--- config.mk ---
export PLATFORM = sky130hd
export DESIGN_NAME = artnet_packet_classifier_core
export DESIGN_NICKNAME = d
export VERILOG_FILES = /design/src/hdl/acp_pkg.sv /design/src/hdl/acp_parser.sv /design/src/hdl/acp_out_queue.sv /design/src/hdl/artnet_packet_classifier_core.sv
export SDC_FILE = /design/constraint.sdc
export NUM_CORES = 2
export LEC_CHECK = 0
export BUFFER_PORTS_ARGS = -buffer_cell sky130_fd_sc_hd__buf_2
export CAP_MARGIN = 20
export CORE_ASPECT_RATIO = 0.7
export CORE_UTILIZATION = 50
export CTS_BUF_LIST = sky130_fd_sc_hd__clkbuf_8
export DETAILED_ROUTE_END_ITERATION = 7
export HOLD_SLACK_MARGIN = 0.06
export PLACE_DENSITY = 0.67
export SLEW_MARGIN = 20
export SYNTH_ARGS = -nofsm -noshare
export SYNTH_HDL_FRONTEND = slang
export SYNTH_HIERARCHICAL = 1
export SYNTH_SLANG_ARGS = --single-unit
export TNS_END_PERCENT = 5
--- constraint.sdc ---
create_clock -name i_clk -period 16.1 [get_ports i_clk]
set_input_delay 1.61 -clock i_clk [delete_from_list [all_inputs] [get_ports i_clk]]
set_output_delay 1.61 -clock i_clk [all_outputs]
set_load 0.005 [all_outputs]
--- src/hdl/acp_pkg.sv ---
// ----------------------------------------------------------------------------
// acp_pkg
// shared types, opcodes, packet classes and the identifier table
// ----------------------------------------------------------------------------
package acp_pkg;

    localparam int unsigned HEADER_BYTES = 18;
    localparam int unsigned QUEUE_DEPTH  = 4;
    localparam int unsigned QUEUE_AW     = $clog2(QUEUE_DEPTH);

    localparam logic [15:0] OP_POLL = 16'h2000;
    localparam logic [15:0] OP_SYNC = 16'h5200;
    localparam logic [15:0] OP_DMX  = 16'h5000;

    localparam logic [9:0] MAX_DMX_LEN = 10'd512;

    localparam logic [2:0] CLS_NOT_ARTNET  = 3'd0;
    localparam logic [2:0] CLS_POLL        = 3'd1;
    localparam logic [2:0] CLS_SYNC        = 3'd2;
    localparam logic [2:0] CLS_DMX_OK      = 3'd3;
    localparam logic [2:0] CLS_WRONG_UNIV  = 3'd4;
    localparam logic [2:0] CLS_DMX_SHORT   = 3'd5;
    localparam logic [2:0] CLS_OTHER_OP    = 3'd6;

    localparam logic KIND_SLOT    = 1'b0;
    localparam logic KIND_SUMMARY = 1'b1;

    typedef struct packed {
        logic        result_kind;
        logic [8:0]  slot_index;
        logic [7:0]  slot_value;
        logic [2:0]  packet_class;
        logic [7:0]  sequence_number;
        logic [9:0]  dmx_length;
        logic [31:0] packet_total;
        logic [31:0] dmx_total;
        logic [31:0] poll_total;
        logic [31:0] sync_total;
        logic [31:0] wrong_universe_total;
        logic        last_of_run;
    } t_result;

    typedef struct packed {
        logic slot_vld;
        logic sum_vld;
    } t_push;

    function automatic logic [7:0] ident_byte(input logic [2:0] idx);
        logic [7:0] r;
        case (idx)
            3'd0:    r = 8'h41;
            3'd1:    r = 8'h72;
            3'd2:    r = 8'h74;
            3'd3:    r = 8'h2D;
            3'd4:    r = 8'h4E;
            3'd5:    r = 8'h65;
            3'd6:    r = 8'h74;
            default: r = 8'h00;
        endcase
        return r;
    endfunction

endpackage

--- src/hdl/acp_parser.sv ---
// ----------------------------------------------------------------------------
// acp_parser
// per-byte header capture, slot forwarding and end-of-packet classification
// ----------------------------------------------------------------------------
module acp_parser #(
    parameter int unsigned MAX_SLOTS = 512
) (
    input  logic               i_clk,
    input  logic               i_rst_n,
    input  logic               i_accept,
    input  logic [7:0]         i_data_byte,
    input  logic               i_end_of_packet,
    input  logic [14:0]        i_listen_universe,
    output acp_pkg::t_push     o_push,
    output acp_pkg::t_result   o_slot,
    output acp_pkg::t_result   o_summary
);
    import acp_pkg::*;

    localparam logic [9:0]  SLOT_LIM = 10'(MAX_SLOTS);
    localparam logic [9:0]  HDR10    = 10'(HEADER_BYTES);
    localparam logic [10:0] HDR11    = 11'(HEADER_BYTES);

    logic [9:0]  r_byte_pos;
    logic        r_header_good;
    logic [15:0] r_opcode;
    logic [14:0] r_universe;
    logic [9:0]  r_decl_len;
    logic [7:0]  r_pend_seq;
    logic [7:0]  r_acc_seq;
    logic [31:0] r_pkt_cnt;
    logic [31:0] r_dmx_cnt;
    logic [31:0] r_poll_cnt;
    logic [31:0] r_sync_cnt;
    logic [31:0] r_wrong_cnt;

    logic        n_header_good;
    logic [15:0] n_opcode;
    logic [14:0] n_universe;
    logic [9:0]  n_decl_len;
    logic [7:0]  n_pend_seq;
    logic [7:0]  n_acc_seq;
    logic [31:0] n_pkt_cnt;
    logic [31:0] n_dmx_cnt;
    logic [31:0] n_poll_cnt;
    logic [31:0] n_sync_cnt;
    logic [31:0] n_wrong_cnt;

    logic [10:0] len_sum;
    logic [9:0]  limit;
    logic        for_us;
    logic [9:0]  slot_off;
    logic        slot_vld;
    logic [10:0] pkt_len;
    logic [10:0] present;
    logic [10:0] delivered;
    logic [2:0]  cls;

    // header capture
    always_comb begin
        n_header_good = r_header_good;
        n_opcode      = r_opcode;
        n_universe    = r_universe;
        n_decl_len    = r_decl_len;
        n_pend_seq    = r_pend_seq;
        len_sum       = {1'b0, r_decl_len} + {3'b0, i_data_byte};
        if (r_byte_pos < 10'd8) begin
            if (i_data_byte != ident_byte(r_byte_pos[2:0])) begin
                n_header_good = 1'b0;
            end
        end else begin
            case (r_byte_pos)
                10'd8:  n_opcode = {8'h00, i_data_byte};
                10'd9:  n_opcode = r_opcode | {i_data_byte, 8'h00};
                10'd12: n_pend_seq = i_data_byte;
                10'd14: n_universe = {7'b0, i_data_byte};
                10'd15: n_universe = r_universe | {i_data_byte[6:0], 8'h00};
                10'd16: begin
                    if (i_data_byte >= 8'd2) begin
                        n_decl_len = MAX_DMX_LEN;
                    end else begin
                        n_decl_len = {1'b0, i_data_byte[0], 8'h00};
                    end
                end
                10'd17: begin
                    if (r_decl_len < MAX_DMX_LEN) begin
                        if (len_sum > {1'b0, MAX_DMX_LEN}) begin
                            n_decl_len = MAX_DMX_LEN;
                        end else begin
                            n_decl_len = len_sum[9:0];
                        end
                    end
                end
                default: n_opcode = r_opcode;
            endcase
        end
    end

    // slot forwarding
    always_comb begin
        limit    = (n_decl_len > SLOT_LIM) ? SLOT_LIM : n_decl_len;
        for_us   = n_header_good && (n_opcode == OP_DMX) && (n_universe == i_listen_universe);
        slot_off = r_byte_pos - HDR10;
        slot_vld = i_accept && (r_byte_pos >= HDR10) && for_us && (slot_off < limit);
    end

    // end-of-packet classification
    always_comb begin
        pkt_len     = {1'b0, r_byte_pos} + 11'd1;
        present     = pkt_len - HDR11;
        cls         = CLS_NOT_ARTNET;
        delivered   = '0;
        n_acc_seq   = r_acc_seq;
        n_pkt_cnt   = r_pkt_cnt + 32'd1;
        n_dmx_cnt   = r_dmx_cnt;
        n_poll_cnt  = r_poll_cnt;
        n_sync_cnt  = r_sync_cnt;
        n_wrong_cnt = r_wrong_cnt;
        if ((pkt_len >= 11'd10) && n_header_good) begin
            if (n_opcode == OP_POLL) begin
                cls        = CLS_POLL;
                n_poll_cnt = r_poll_cnt + 32'd1;
            end else if (n_opcode == OP_SYNC) begin
                cls        = CLS_SYNC;
                n_sync_cnt = r_sync_cnt + 32'd1;
            end else if (n_opcode != OP_DMX) begin
                cls = CLS_OTHER_OP;
            end else if (pkt_len < HDR11) begin
                cls = CLS_DMX_SHORT;
            end else if (n_universe != i_listen_universe) begin
                cls         = CLS_WRONG_UNIV;
                n_wrong_cnt = r_wrong_cnt + 32'd1;
            end else begin
                cls       = CLS_DMX_OK;
                delivered = ({1'b0, limit} < present) ? {1'b0, limit} : present;
                n_acc_seq = n_pend_seq;
                n_dmx_cnt = r_dmx_cnt + 32'd1;
            end
        end
    end

    always_comb begin
        o_push.slot_vld = slot_vld;
        o_push.sum_vld  = i_accept && i_end_of_packet;

        o_slot                 = '0;
        o_slot.result_kind     = KIND_SLOT;
        o_slot.slot_index      = slot_off[8:0];
        o_slot.slot_value      = i_data_byte;
        o_slot.last_of_run     = !i_end_of_packet;

        o_summary                      = '0;
        o_summary.result_kind          = KIND_SUMMARY;
        o_summary.packet_class         = cls;
        o_summary.sequence_number      = n_acc_seq;
        o_summary.dmx_length           = delivered[9:0];
        o_summary.packet_total         = n_pkt_cnt;
        o_summary.dmx_total            = n_dmx_cnt;
        o_summary.poll_total           = n_poll_cnt;
        o_summary.sync_total           = n_sync_cnt;
        o_summary.wrong_universe_total = n_wrong_cnt;
        o_summary.last_of_run          = 1'b1;
    end

    always_ff @(posedge i_clk) begin
        if (!i_rst_n) begin
            r_byte_pos    <= '0;
            r_header_good <= 1'b1;
            r_opcode      <= '0;
            r_universe    <= '0;
            r_decl_len    <= '0;
            r_pend_seq    <= '0;
            r_acc_seq     <= '0;
            r_pkt_cnt     <= '0;
            r_dmx_cnt     <= '0;
            r_poll_cnt    <= '0;
            r_sync_cnt    <= '0;
            r_wrong_cnt   <= '0;
        end else if (i_accept) begin
            if (i_end_of_packet) begin
                r_byte_pos    <= '0;
                r_header_good <= 1'b1;
                r_opcode      <= '0;
                r_universe    <= '0;
                r_decl_len    <= '0;
                r_pend_seq    <= '0;
                r_acc_seq     <= n_acc_seq;
                r_pkt_cnt     <= n_pkt_cnt;
                r_dmx_cnt     <= n_dmx_cnt;
                r_poll_cnt    <= n_poll_cnt;
                r_sync_cnt    <= n_sync_cnt;
                r_wrong_cnt   <= n_wrong_cnt;
            end else begin
                if (r_byte_pos != 10'h3FF) begin
                    r_byte_pos <= r_byte_pos + 10'd1;
                end
                r_header_good <= n_header_good;
                r_opcode      <= n_opcode;
                r_universe    <= n_universe;
                r_decl_len    <= n_decl_len;
                r_pend_seq    <= n_pend_seq;
            end
        end
    end

endmodule

--- src/hdl/acp_out_queue.sv ---
// ----------------------------------------------------------------------------
// acp_out_queue
// small result queue, takes up to two records per beat, gives one per beat
// ----------------------------------------------------------------------------
module acp_out_queue (
    input  logic               i_clk,
    input  logic               i_rst_n,
    input  acp_pkg::t_push     i_push,
    input  acp_pkg::t_result   i_first,
    input  acp_pkg::t_result   i_second,
    output logic               o_full,
    output logic               o_valid,
    input  logic               i_stall,
    output acp_pkg::t_result   o_result
);
    import acp_pkg::*;

    localparam logic [QUEUE_AW:0] DEPTH_M2 = (QUEUE_AW + 1)'(QUEUE_DEPTH - 2);

    t_result             r_mem [QUEUE_DEPTH];
    logic [QUEUE_AW-1:0] r_wr_ptr;
    logic [QUEUE_AW-1:0] r_rd_ptr;
    logic [QUEUE_AW:0]   r_count;

    logic                pop;
    logic [QUEUE_AW:0]   push_n;
    logic [QUEUE_AW-1:0] second_ptr;

    always_comb begin
        pop        = (r_count != '0) && !i_stall;
        push_n     = (QUEUE_AW + 1)'(i_push.slot_vld) + (QUEUE_AW + 1)'(i_push.sum_vld);
        second_ptr = i_push.slot_vld ? r_wr_ptr + 1'b1 : r_wr_ptr;
        o_full     = r_count > DEPTH_M2;
        o_valid    = r_count != '0;
        o_result   = r_mem[r_rd_ptr];
    end

    always_ff @(posedge i_clk) begin
        if (i_push.slot_vld) begin
            r_mem[r_wr_ptr] <= i_first;
        end
        if (i_push.sum_vld) begin
            r_mem[second_ptr] <= i_second;
        end
    end

    always_ff @(posedge i_clk) begin
        if (!i_rst_n) begin
            r_wr_ptr <= '0;
            r_rd_ptr <= '0;
            r_count  <= '0;
        end else begin
            r_wr_ptr <= r_wr_ptr + push_n[QUEUE_AW-1:0];
            if (pop) begin
                r_rd_ptr <= r_rd_ptr + 1'b1;
            end
            r_count <= r_count + push_n - (QUEUE_AW + 1)'(pop);
        end
    end

endmodule

--- src/hdl/artnet_packet_classifier_core.sv ---
// ----------------------------------------------------------------------------
// artnet_packet_classifier_core
// byte-serial art-net receiver: header check, dmx slot forwarding, packet
// summary with wrapping statistics counters
//
//   channel   dir   handshake                 beat
//   in        in    i_in_valid / o_in_stall   one payload byte + end flag
//   out       out   o_out_valid / i_out_stall one slot byte or one summary
//   cfg       in    i_cfg_wr_en               listen universe, 15 bit
//
// one byte per cycle while o_in_stall is low; a result enters the result queue the cycle after its byte
// a packet-end byte that also carries a slot gives two beats on the out side
// the 4-entry result queue stalls input when fewer than two entries are free
// synchronous active-low reset clears parser state, counters and the queue
// ----------------------------------------------------------------------------
module artnet_packet_classifier_core #(
    parameter int unsigned MAX_SLOTS = 512
) (
    input  logic        i_clk,
    input  logic        i_rst_n,
    input  logic        i_cfg_wr_en,
    input  logic [14:0] i_cfg_wr_data,
    input  logic        i_in_valid,
    output logic        o_in_stall,
    input  logic [7:0]  i_data_byte,
    input  logic        i_end_of_packet,
    output logic        o_out_valid,
    input  logic        i_out_stall,
    output logic        o_result_kind,
    output logic [8:0]  o_slot_index,
    output logic [7:0]  o_slot_value,
    output logic [2:0]  o_packet_class,
    output logic [7:0]  o_sequence_number,
    output logic [9:0]  o_dmx_length,
    output logic [31:0] o_packet_total,
    output logic [31:0] o_dmx_total,
    output logic [31:0] o_poll_total,
    output logic [31:0] o_sync_total,
    output logic [31:0] o_wrong_universe_total,
    output logic        o_last_of_run
);
    import acp_pkg::*;

    logic [14:0] r_listen_universe;
    logic        in_accept;
    logic        q_full;
    t_push       push;
    t_result     slot_rec;
    t_result     sum_rec;
    t_result     out_rec;

    always_ff @(posedge i_clk) begin
        if (!i_rst_n) begin
            r_listen_universe <= '0;
        end else if (i_cfg_wr_en) begin
            r_listen_universe <= i_cfg_wr_data;
        end
    end

    assign o_in_stall = q_full;
    assign in_accept  = i_in_valid && !q_full;

    acp_parser #(
        .MAX_SLOTS (MAX_SLOTS)
    ) u_parser (
        .i_clk             (i_clk),
        .i_rst_n           (i_rst_n),
        .i_accept          (in_accept),
        .i_data_byte       (i_data_byte),
        .i_end_of_packet   (i_end_of_packet),
        .i_listen_universe (r_listen_universe),
        .o_push            (push),
        .o_slot            (slot_rec),
        .o_summary         (sum_rec)
    );

    acp_out_queue u_queue (
        .i_clk    (i_clk),
        .i_rst_n  (i_rst_n),
        .i_push   (push),
        .i_first  (slot_rec),
        .i_second (sum_rec),
        .o_full   (q_full),
        .o_valid  (o_out_valid),
        .i_stall  (i_out_stall),
        .o_result (out_rec)
    );

    assign o_result_kind          = out_rec.result_kind;
    assign o_slot_index           = out_rec.slot_index;
    assign o_slot_value           = out_rec.slot_value;
    assign o_packet_class         = out_rec.packet_class;
    assign o_sequence_number      = out_rec.sequence_number;
    assign o_dmx_length           = out_rec.dmx_length;
    assign o_packet_total         = out_rec.packet_total;
    assign o_dmx_total            = out_rec.dmx_total;
    assign o_poll_total           = out_rec.poll_total;
    assign o_sync_total           = out_rec.sync_total;
    assign o_wrong_universe_total = out_rec.wrong_universe_total;
    assign o_last_of_run          = out_rec.last_of_run;

`ifndef NO_ASSERTIONS
    a_slot_fields_clear: assert property (@(posedge i_clk) disable iff (!i_rst_n)
        (o_out_valid && o_result_kind == KIND_SLOT) |->
        (o_packet_class == CLS_NOT_ARTNET && o_dmx_length == 10'd0 &&
         o_packet_total == 32'd0))
        else $error("slot beat carries summary fields");

    a_summary_last: assert property (@(posedge i_clk) disable iff (!i_rst_n)
        (o_out_valid && o_result_kind == KIND_SUMMARY) |->
        (o_last_of_run && o_slot_index == 9'd0 && o_slot_value == 8'd0))
        else $error("summary beat malformed");

    a_length_only_ok: assert property (@(posedge i_clk) disable iff (!i_rst_n)
        (o_out_valid && o_result_kind == KIND_SUMMARY && o_dmx_length != 10'd0) |->
        (o_packet_class == CLS_DMX_OK && o_dmx_length <= 10'(MAX_SLOTS)))
        else $error("dmx length on non-accepted packet or above limit");

    a_eop_gives_summary: assert property (@(posedge i_clk) disable iff (!i_rst_n)
        (in_accept && i_end_of_packet) |=> o_out_valid)
        else $error("packet end produced no result");
`endif

endmodule

* Word-level counts from Yosys, hierarchy flattened *
Memories as Yosys holds them, arrays and structs flattened. A register that Yosys moved wholly into a read port is not among the register bits.
Index checks and enable logic that the tools add are counted.

storage, ports and cells
  memory bits (read-only) = 0
  output and inout bits = 202
  latch bits = 0
  memories kept = 1
  register bits after elaboration = 250
  word-level logic and storage cells = 151
  RAM bits = 800

memories
  memory         depth  bits a word  rd ports  clocked after memory_dff  write ports  RTL line             RTL
  u_queue.r_mem  4      200          1         1                         2            acp_out_queue.sv:20  t_result r_mem [QUEUE_DEPTH];

cells by class
  shift-type cells = 0
  equal/unequal tests = 21
  add/subtract/negate cells = 16
  reductions and logical operators = 18
  bitwise logic cells = 2
  muxes and demuxes = 66
  multiply operators = 0
  div/mod/pow operators = 0
  order comparisons = 11

operator list
  operator               count
  $mux 32                17
  $add 32x1->32 const B  5
  $mux 10                15
  $mux 8                 10
  $eq 10x4->1 const B    5
  $pmux 7 s6             1
  $eq 16x15->1 const B   2
  $mux 16                2
  $pmux 16 s2            1
  $mux 15                2
  $pmux 15 s2            1
  $eq 10x5->1 const B    2
  $pmux 10 s2            1
  $mux 3                 6
  $eq 16x14->1 const B   1
  $ne 16x15->1 const B   1
  $or 16x16->16          1
  $eq 15x15->1           1
  $ne 15x15->1           1
  $or 15x15->15          1
  $add 10x1->11 const B  1
  $add 10x8->11          1
  $ge 11x4->1 const B    1
  $gt 11x10->1 const B   1
  other kinds (31)       54

* Logic depth before layout (Yosys ltp) *
  word-level depth = 16
  depth in mapped cells = 30

* Hierarchy *
Netlist, hierarchy kept.

by module, submodules not included
  module                         area each (um2)  cells each  times used  seq. area each (um2)
  acp_out_queue                  39037.4          1997        1           24203.2
  acp_parser                     17096.4          2212        1           4564.4
  artnet_packet_classifier_core  585.6            49          1           300.3

* Worst setup path after synthesis *
Ideal clock, no wire load.

  kind = input port to flip-flop
  from = in i_data_byte[1]
  to = mem u_queue/r_mem[1][0] (netlist bit) (enable)
  stages on the path = 24
  slack = 4482 ps
  buffers on the path = 5
  library setup time = 1589 ps
  data required time = 14511 ps
  arrival time = 10029 ps
  path through = clkbuf_1 -> inv_1 -> fa_1 -> nand2b_1 -> a211oi_1 -> o21ai_0 -> a2111o_1 -> o41a_1 -> nor3_1 -> a32o_1 -> inv_1 -> ha_1 -> and4_1 -> a2111oi_0 -> nand2_1 -> or4_1 -> a311oi_1 -> buf_4 -> buf_2 -> nor3b_1 -> o21ai_1 -> buf_2 -> buf_2 -> nand2_1

RTL lines
  what             RTL line                             RTL
  start, declared  artnet_packet_classifier_core.sv:25  input logic [7:0] i_data_byte,
  end, declared    acp_out_queue.sv:20

==> run metrics <==
DRT antenna net count 0; Worst-Skew Late Latency 0.85 ns; most frequent cells in the layout edfxtp_1 (800), mux2_2 (552), nor2_1 (261); CTS Buf Count 168; layout cells sized above 1 0.283; CTS Buffer Depth 3; DRC 0; Final Max Tran Viols 0; GRT overflow 0; Cell variety after synth 99; Post-CTS Hold Fix Bufs 0; Leak 21.3 nW; largest cells by area after synthesis edfxtp_1 (42%), mux2_2 (11%), dfxtp_1 (8.9%), mux4_2 (7.9%), mux2_1 (5.1%); routability cong. 0.890; initial antenna violation count 9; Initial Util 0.509; dpl cell area 58000 um^2; Port Buffers 230; Post-Route WL 136000 um; period utilization 0.563; PD cells 106 nW/um^2; # setup viols final 0; Mapped Avg Cell Area 13.3 um^2; first-pass iteration count of the detailed router 5; Mapped Area 56700 um^2; CP Capture Type flip-flop; core area 112000 um^2; clock sink total 1052; DP Wirelength 81300 um; leading cell type in the layout, fill and taps excluded edfxtp_1; Root Driver clkbuf_8; cell breakdown of the critical path buf_2 -> ha_1 -> inv_1 -> fa_1 -> nand2b_1 -> a211oi_1 -> o21ai_0 -> a2111o_1 -> o41a_1 -> nor3_1 -> a32o_1 -> inv_1 -> ha_1 -> and4_1 -> a2111oi_0 -> nand2_1 -> or4_1 -> a311oi_2 -> buf_4 -> nor3_1 -> o21ai_4 -> buf_12 -> buf_4 -> mux2_2; die height 284 um; Final nets 4515; CP delay by family, top compound AO/OA/AOI/OAI gates; CTS tree built; WS Path Type input port to flip-flop; largest net degree at the start of global routing 126; P&R area growth vs syn 7.92%; ys async rst share 0; worst min path class flip-flop to flip-flop; hold_ws 0.473 ns; Critical Path Slowest Stage Cell buf_4; R2R setup slack 7.79 ns; sequential area share after synthesis 0.512; Setup Slack @ Placement 6.24 ns; vias in the first global route 34560; Final Hold Viols 0; largest stage delay on the critical path 0.86 ns; Power Total 6.46 mW; Peak VDD IR 0.000110 V; area leader, netlist edfxtp_1; Layout Cells excl Fill 6086; end-of-flow core utilization 0.549; Fmax 110 MHz; post-route cell area 61200 um^2; Resize count post-CTS 0; Post-Synthesis Cells 4258; DRT iter0 DRCs 2795; crit-path max FO 125; Buf/Inv on CP 6; Boundary Pins 231; global-route wire length before repair 208000 um; Arr. time, crit path 9.65 ns; Least-Margin Pin Slew 1.14 ns; row count 102; EDFF count, synth 800; Setup WS post-layout 7.03 ns; Post-CTS Setup Bufs 0; clk_skew 0.0343 ns; number of synthesis warnings 6; DIE WIDTH 405 um; CTS HTree Levels 4; TNS Setup 0 ns; crit path time final 9.07 ns; Tot GR Track Use 0.235; Vias/cell 5.71; status completed; routed length per instance 22.3 um; routed vias 34746; critical path required time 16.68 ns; Worst Setup Start Kind input port; clock-pin slew on the worst setup and hold paths 0.05 ns; max_slew headroom 0.240; die area 115000 um^2; top cell type's share of synthesized area 0.424; Post-Place Cells 5774; Synth Flop Type edfxtp_1; RSZ-0062 raised after global routing false; Yosys reg bits 1052; max_cap viols 0
synthesized netlist by cell type (12+ instances only):
master      n
and2_1     34
a211oi_1   12
buf_6      23
nand4_1    45
mux2_1    256
nor2b_1    30
nor4_1     14
nor2_1    261
mux2_2    552
a21oi_1    98
inv_1      53
clkbuf_1   93
a22oi_1    56
and3_1     43
edfxtp_1  800
dfxtp_1   252
buf_4     271
nand2_1   183
o21ai_0    80
xor2_1    137
mux4_2    200
nor3_1     60
o31ai_1    15
buf_2      69
mux2i_1    45
or3_1      54
or4_1      18
nand3_1   105
xnor2_1   140
nand2b_1   32
ha_1       48
worst register-to-register path, stage by stage, from the launching register on:
cell and delay [ns]:
dfxtp_1 0.37, ha_1 0.19, inv_1 0.06, fa_1 0.39, nand2b_1 0.18, a211oi_1 0.47
o21ai_0 0.20, a2111o_1 0.39, o41a_1 0.42, nor3_1 0.30, a32o_1 0.30, inv_1 0.07
ha_1 0.26, and4_1 0.18, a2111oi_0 0.45, nand2_1 0.08, or4_1 0.42, a311oi_2 0.21
buf_4 0.27, nor3_1 0.12, o21ai_4 0.69, buf_12 0.62, buf_4 0.91, mux2_2 0.51
cell families (layout without fill, tap and decap cells):
kind of cell / Yosys count / in the layout / synth area share
multiplexers: 1053 / 1053 / 0.248
AND/OR/NAND/NOR: 940 / 940 / 0.0851
flip-flops: 1052 / 1052 / 0.512
other: 2 / 204 / 0.000132
adder cells (fa/ha/maj): 50 / 50 / 0.0113
XOR/XNOR: 277 / 277 / 0.0428
AO/OA/AOI/OAI: 362 / 362 / 0.0431
buffers and inverters: 522 / 640 / 0.0573
metal layers:
metal	part of all wire	vias up	track usage
met2	0.44	1047	0.346
li1	-	16118	-
met5	0.00016	-	0
met4	0.023	4	0.0714
met1	0.47	17386	0.351
met3	0.064	191	0.0417
sequential cells by signal, summed over array words and instances, names as in the netlist, 8 cells and up, named ones only:
name and cells:
u_parser/r_pkt_cnt 32, u_parser/r_acc_seq 8, u_parser/r_poll_cnt 32, u_parser/r_pend_seq 8
u_parser/r_sync_cnt 32, r_listen_universe 15, u_parser/r_byte_pos 10, u_parser/r_wrong_cnt 32
u_parser/r_dmx_cnt 32, u_parser/r_universe 15, u_parser/r_decl_len 10, u_parser/r_opcode 16
u_queue/r_mem 800
final cells by class:
| cell class | instances | area, um^2 |
|---|---|---|
| clock inverter | 114 | 537 |
| multi-input combinational | 2883 | 25200 |
| sequential | 1052 | 29100 |
| timing repair buffer | 275 | 1580 |
| antenna | 3 | 7.51 |
| tap | 1508 | 1890 |
| fill | 9338 | 50300 |
| clock buffer | 195 | 2680 |
| inverter | 56 | 215 |
power breakdown:
part / leakage [nW] / internal (mW) / switching [mW]
sequential: 9.24 / 3.05 / 0.0515
clock: 1.93 / 1.12 / 1.09
combinational: 10.1 / 0.546 / 0.604
path summary, 6_finish.rpt:
check                            endpoint  cells after the start                    start
setup reg to reg     u_queue/r_mem[0][84]                     23   u_parser/r_decl_len[0]
setup / recovery     u_queue/r_mem[0][84]                     24           i_data_byte[0]
hold / removal    u_parser/r_poll_cnt[31]                      2  u_parser/r_poll_cnt[31]
hold reg to reg   u_parser/r_poll_cnt[31]                      2  u_parser/r_poll_cnt[31]
Note: power is estimated with default switching activity, not from simulation.
